===== config.mk =====
export PLATFORM = sky130hd
export DESIGN_NAME = ofr_scale
export DESIGN_NICKNAME = d
export VERILOG_FILES = /design/src/hw/rtl/orthonormal_frame_from_three_points_top_assert.svh /design/src/hw/rtl/ofr_pkg.sv /design/src/hw/rtl/ofr_scale.sv
export SDC_FILE = /design/constraint.sdc
export NUM_CORES = 1
export LEC_CHECK = 0
export BUFFER_PORTS_ARGS = -buffer_cell sky130_fd_sc_hd__buf_4
export CAP_MARGIN = 20
export CELL_PAD_IN_SITES_DETAIL_PLACEMENT = 2
export CELL_PAD_IN_SITES_GLOBAL_PLACEMENT = 2
export CORE_ASPECT_RATIO = 0.75
export CORE_MARGIN = 2
export CORE_UTILIZATION = 43
export DETAILED_ROUTE_END_ITERATION = 16
export GPL_TIMING_DRIVEN = 0
export PLACE_DENSITY_LB_ADDON = 0.12
export SYNTH_ARGS = -nofsm -noshare
export SYNTH_HDL_FRONTEND = slang
export SYNTH_SLANG_ARGS = --single-unit

===== constraint.sdc =====
create_clock -name clk -period 5.2 [get_ports clk]
set_clock_uncertainty 0.2 [all_clocks]
set_input_delay 0.52 -clock clk [delete_from_list [all_inputs] [get_ports clk]]
set_output_delay 0.52 -clock clk [all_outputs]
set_load 0.005 [all_outputs]

===== src/hw/rtl/orthonormal_frame_from_three_points_top_assert.svh =====
// assertion macros shared by the frame block
`ifndef ORTHONORMAL_FRAME_FROM_THREE_POINTS_TOP_ASSERT_SVH
`define ORTHONORMAL_FRAME_FROM_THREE_POINTS_TOP_ASSERT_SVH
`ifndef ASSERT_OFF
// same-cycle implication, checked on clk, off during reset
`define OFR_ASSERT_IMP(lbl, a, c) \
  lbl: assert property (@(posedge clk) disable iff (!rst_n) (a) |-> (c)) \
    else $error("ofr assertion failed");
// next-cycle implication, checked on clk, off during reset
`define OFR_ASSERT_NXT(lbl, a, c) \
  lbl: assert property (@(posedge clk) disable iff (!rst_n) (a) |=> (c)) \
    else $error("ofr assertion failed");
`else
`define OFR_ASSERT_IMP(lbl, a, c)
`define OFR_ASSERT_NXT(lbl, a, c)
`endif
`endif


===== src/hw/rtl/ofr_pkg.sv =====
package ofr_pkg;

  // the largest magnitude after block scaling sits in [2^29, 2^30)
  localparam int SCALE_W = 30;

  // block scaled vector: nonzero flag, signs and magnitudes
  typedef struct packed {
    logic                     nz;
    logic [2:0]               neg;
    logic [2:0][SCALE_W-1:0]  mag;
  } svec_t;

endpackage


===== src/hw/rtl/ofr_scale.sv =====
module ofr_scale #(
  parameter int IN_W   = 21,
  parameter int SIDE_W = 1
) (
  input  logic                  clk,
  input  logic                  rst_n,
  input  logic                  en,
  input  logic                  in_valid,
  input  logic [2:0][IN_W-1:0]  in_vec,
  input  logic [SIDE_W-1:0]     in_side,
  output logic                  out_valid,
  output ofr_pkg::svec_t        out_vec,
  output logic [SIDE_W-1:0]     out_side
);

  localparam int SW     = ofr_pkg::SCALE_W;
  localparam int POS_W  = $clog2(IN_W);
  localparam int SH_W   = $clog2(IN_W + 1);

  logic                  a_v_r, b_v_r, c_v_r;
  logic [2:0][IN_W-1:0]  a_mag_r, b_mag_r;
  logic [2:0]            a_neg_r, b_neg_r, c_neg_r;
  logic [SIDE_W-1:0]     a_side_r, b_side_r, c_side_r;
  logic [POS_W-1:0]      b_pos_r;
  logic                  b_nz_r, c_nz_r;
  logic [2:0][SW-1:0]    c_mag_r;

  logic [2:0][IN_W-1:0]  mag_nxt;
  logic [2:0]            neg_nxt;
  logic [IN_W-1:0]       orv;
  logic [POS_W-1:0]      pos_nxt;
  logic [SH_W-1:0]       shamt;
  logic [2:0][SW-1:0]    smag_nxt;

  // magnitudes and signs
  always_comb begin
    for (int i = 0; i < 3; i++) begin
      neg_nxt[i] = in_vec[i][IN_W-1];
      mag_nxt[i] = neg_nxt[i] ? (~in_vec[i] + IN_W'(1)) : in_vec[i];
    end
  end

  // leading one of the largest magnitude
  always_comb begin
    orv     = a_mag_r[0] | a_mag_r[1] | a_mag_r[2];
    pos_nxt = '0;
    for (int i = 0; i < IN_W; i++) begin
      if (orv[i]) pos_nxt = POS_W'(i);
    end
  end

  // shift so the leading one lands on the top scaled bit
  always_comb begin
    shamt = SH_W'(b_pos_r) + SH_W'(1);
    for (int i = 0; i < 3; i++) begin
      smag_nxt[i] = SW'({b_mag_r[i], SW'(0)} >> shamt);
    end
  end

  always_ff @(posedge clk) begin
    if (!rst_n) begin
      a_v_r <= 1'b0;
      b_v_r <= 1'b0;
      c_v_r <= 1'b0;
    end else if (en) begin
      a_v_r <= in_valid;
      b_v_r <= a_v_r;
      c_v_r <= b_v_r;
    end
  end

  always_ff @(posedge clk) begin
    if (en) begin
      a_mag_r  <= mag_nxt;
      a_neg_r  <= neg_nxt;
      a_side_r <= in_side;
      b_mag_r  <= a_mag_r;
      b_neg_r  <= a_neg_r;
      b_side_r <= a_side_r;
      b_pos_r  <= pos_nxt;
      b_nz_r   <= |orv;
      c_mag_r  <= smag_nxt;
      c_neg_r  <= b_neg_r;
      c_nz_r   <= b_nz_r;
      c_side_r <= b_side_r;
    end
  end

  assign out_valid   = c_v_r;
  assign out_vec.nz  = c_nz_r;
  assign out_vec.neg = c_neg_r;
  assign out_vec.mag = c_mag_r;
  assign out_side    = c_side_r;

endmodule


==> flow_summary.ini <==
[global_routing]
grt_pass1_wl_um = 73200
grt_pass1_vias = 10700
grt_antenna_before_repair = 0
grt.total_usage_pct = 34.4
gr-total-overflow = 0
grt_max_degree = 122

[floorplanning]
io-pin-count = 164
start_util_pct = 43.8
fp.dieH_um = 150
core_um2 = 28100
die_w_um = 199
die_area_um2 = 30000
rows = 53

[placed_design]
routabilityCongestion = 0.982
dp_hpwl_um = 39200
preCtsSetupSlack_ns = 0.577
placed_area_um2 = 14000
io_buffer_count = 163

[setup_path]
path_depth = 9
path_max_fanout = 10
r2r-start = b_pos_r[0]$_SDFFCE_PP0P_
cp_cell_sequence = ha_1 -> clkbuf_1 -> buf_1 -> clkbuf_1 -> nor3b_1 -> a21oi_1 -> nor2_1 -> a21oi_1 -> o221ai_1
crit_family = compound AO/OA/AOI/OAI gates
crit_end = out_vec[81]$_DFFE_PP_
worstPathBufferInverterCount = 3
worst_ep_required_time_ns = 5.26
crit_type = register to register
arrival_ns = 5.11
rr_worst_depth = 9
startpoint = b_pos_r[0]$_SDFFCE_PP0P_
end_kind = register
critPathLaunchType = register
slowest_delay_ns = 0.86
timing.rr.end = out_vec[81]$_DFFE_PP_
r2r_slack_ns = 0.15
slowest_stage = a21oi_1

[synth]
syn_nets = 1063
yosysWarnings = 0
syn_area_per_cell_um2 = 12.4
synth_seq_area_share_pct = 57.9
yosys-top-cells-area = edfxtp_1, mux4_2, xnor2_1, nand2_1, nor2_1
yosysTopAreaCellShare_pct = 57.4
synthTopCellsByCount = edfxtp_1, nand2_1, nor2_1, xnor2_1, o21ai_0
synth_cell_types = 49
yosys_most_used_dff = edfxtp_1
async_flop_share_pct = 0
synthCells = 991
ys_ff_latch = 238
synth-edff-count = 235
synth.most_common_cell = edfxtp_1
synth_top_cell_by_area = edfxtp_1
syn_area_um2 = 12300

[routing]
dr_total_vias = 10000
final_antenna_net_count = 0
drc = 0
totalWireLength_um = 50900
drtPass1Iterations = 5
drt_iter0_drc = 1061
viasPerCell = 6.30
wire_per_inst_um = 32.0

[timing]
fin_hold_ws_ns = 0.0279
setup_violations = 0
period_minus_slack_ns = 5.05
slew_violations = 0
postLayoutSetupSlackWorst_ns = 0.147
relSlewSlack_pct = 22.1
rsz0062_at_grt = no
max_slew.worst_pin.slew_ns = 1.17
max_freq_ghz = 0.198
finalCritPeriodShare_pct = 97.2
finalHoldViolCount = 0
setup_tns_ns = 0

[power]
leakagePower_nw = 5.28
power.density_nw_per_um2 = 348
irDropWorstVdd_mv = 0.249

[run_status]
status = finished, final reports clean

[clock_tree]
clk_latency_ns = 0.57
postCtsSetupBuffers = 0
cts.sinks = 238
cts_buffer_depth = 3
cts_tree = yes
cts_resized = 0
hold_buffers = 6
clkSlewWorstSetupHoldPaths_ns = 0.06
root_buffer = clkbuf_16
h-tree-depth = 1
numCtsBuffers = 25

[hold_path]
min_path_type = primary input to register

[finish]
area.growth.synth_to_final_pct = 20.6
num_antenna_cells = 0
drive_gt1_share_pct = 23.0
fin_area_um2 = 14800
fill_cells = 2716
nNetsFinal = 1261

[run]
max_cap_violations = 0
## worst reg2reg max path: stages, from the launching register on
cell and delay, ns:
edfxtp_1 0.45, ha_1 0.33, clkbuf_1 0.45, buf_1 0.61, clkbuf_1 0.65, nor3b_1 0.13
a21oi_1 0.86, nor2_1 0.21, a21oi_1 0.61, o221ai_1 0.27
## per-stage QoR
step | power, W | std cells | utilization [%]
after CTS | 0.00513 | 1589 | 52.8
after global placement | 0.00340 | 1539 | 49.9
after detailed placement | 0.00346 | 1540 | 50.0
after global routing | 0.00528 | 1590 | 52.9
after floorplan | 0.00291 | 991 | -
final | 0.00516 | 1590 | 52.9
## state kept, by name, indices dropped and copies added, names as in the netlist
name,count
c_nz_r,1
b_nz_r,1
out_valid,1
a_neg_r,3
c_neg_r,3
a_mag_r,63
b_v_r,1
b_neg_r,3
out_vec,90
out_side,1
b_side_r,1
a_v_r,1
a_side_r,1
b_pos_r,5
b_mag_r,63
## layer usage
layer  track usage, %  wire, um  vias to the layer above
li1                 -         -                     4208
met1             47.2     21500                     5187
met2             52.9     22800                      521
met3             10.7      5150                      102
met4             9.63      1510                        0
met5                0         0                        -
## power breakdown
part | total, W | switching (W) | internal, W
Combinational | 0.00101 | 0.000631 | 0.000383
Clock | 0.00168 | 0.000768 | 0.000913
Sequential | 0.00246 | 0.000126 | 0.00234
## layout make-up
type | instances | area, um2 | area share, %
well taps | 385 | 482 | 3.25
plain buffers | 61 | 236 | 1.59
repair buffers | 171 | 1330 | 8.96
multi-input cells | 683 | 4900 | 33.1
inverters | 9 | 33.8 | 0.228
clock buffers | 37 | 691 | 4.66
flip-flops and latches | 238 | 7120 | 48.0
clock inverters | 6 | 33.8 | 0.228
## how the worst min path moves through the flow
stage,to,cells past startpoint,from,slack [ns]
finish,out_valid$_SDFFE_PN0P_,2,rst_n,0.03
global route,out_valid$_SDFFE_PN0P_,2,rst_n,0.03
CTS,a_neg_r[1]$_DFFE_PP_,1,in_vec[41],0.002
detailed placement,b_neg_r[0]$_DFFE_PP_,0,a_neg_r[0]$_DFFE_PP_,0.21
global placement,c_nz_r$_DFFE_PP_,0,b_nz_r$_DFFE_PP_,0.20
floorplan,b_neg_r[0]$_DFFE_PP_,0,a_neg_r[0]$_DFFE_PP_,0.20
## cell families (layout without fill, tap and decap cells)
group	after synthesis	count (layout)	synth area share, %
muxes	105	105	13.0
and+or+nand+nor	322	322	12.1
DFF	238	238	57.9
xor gates and xnor gates	60	60	4.28
AOI/OAI and AO/OA	192	192	10.2
buffers and inverters	70	284	2.20
adders and majority gates	4	4	0.407
## cells in the final DEF, fill, tap and decap left out, types with 9 or more instances in the layout
master     count
edfxtp_1     235
buf_4        163
nand2_1      111
nor2_1       102
clkbuf_1      55
xnor2_1       55
o21ai_0       51
mux4_2        41
a21oi_1       40
nor3_1        36
mux2i_1       36
mux2_2        28
clkbuf_16     25
o31ai_1       22
o221ai_1      18
a211oi_1      18
or3_1         13
or4_1         12
buf_1         12
inv_1          9
Power figures use the tool's default switching activity.
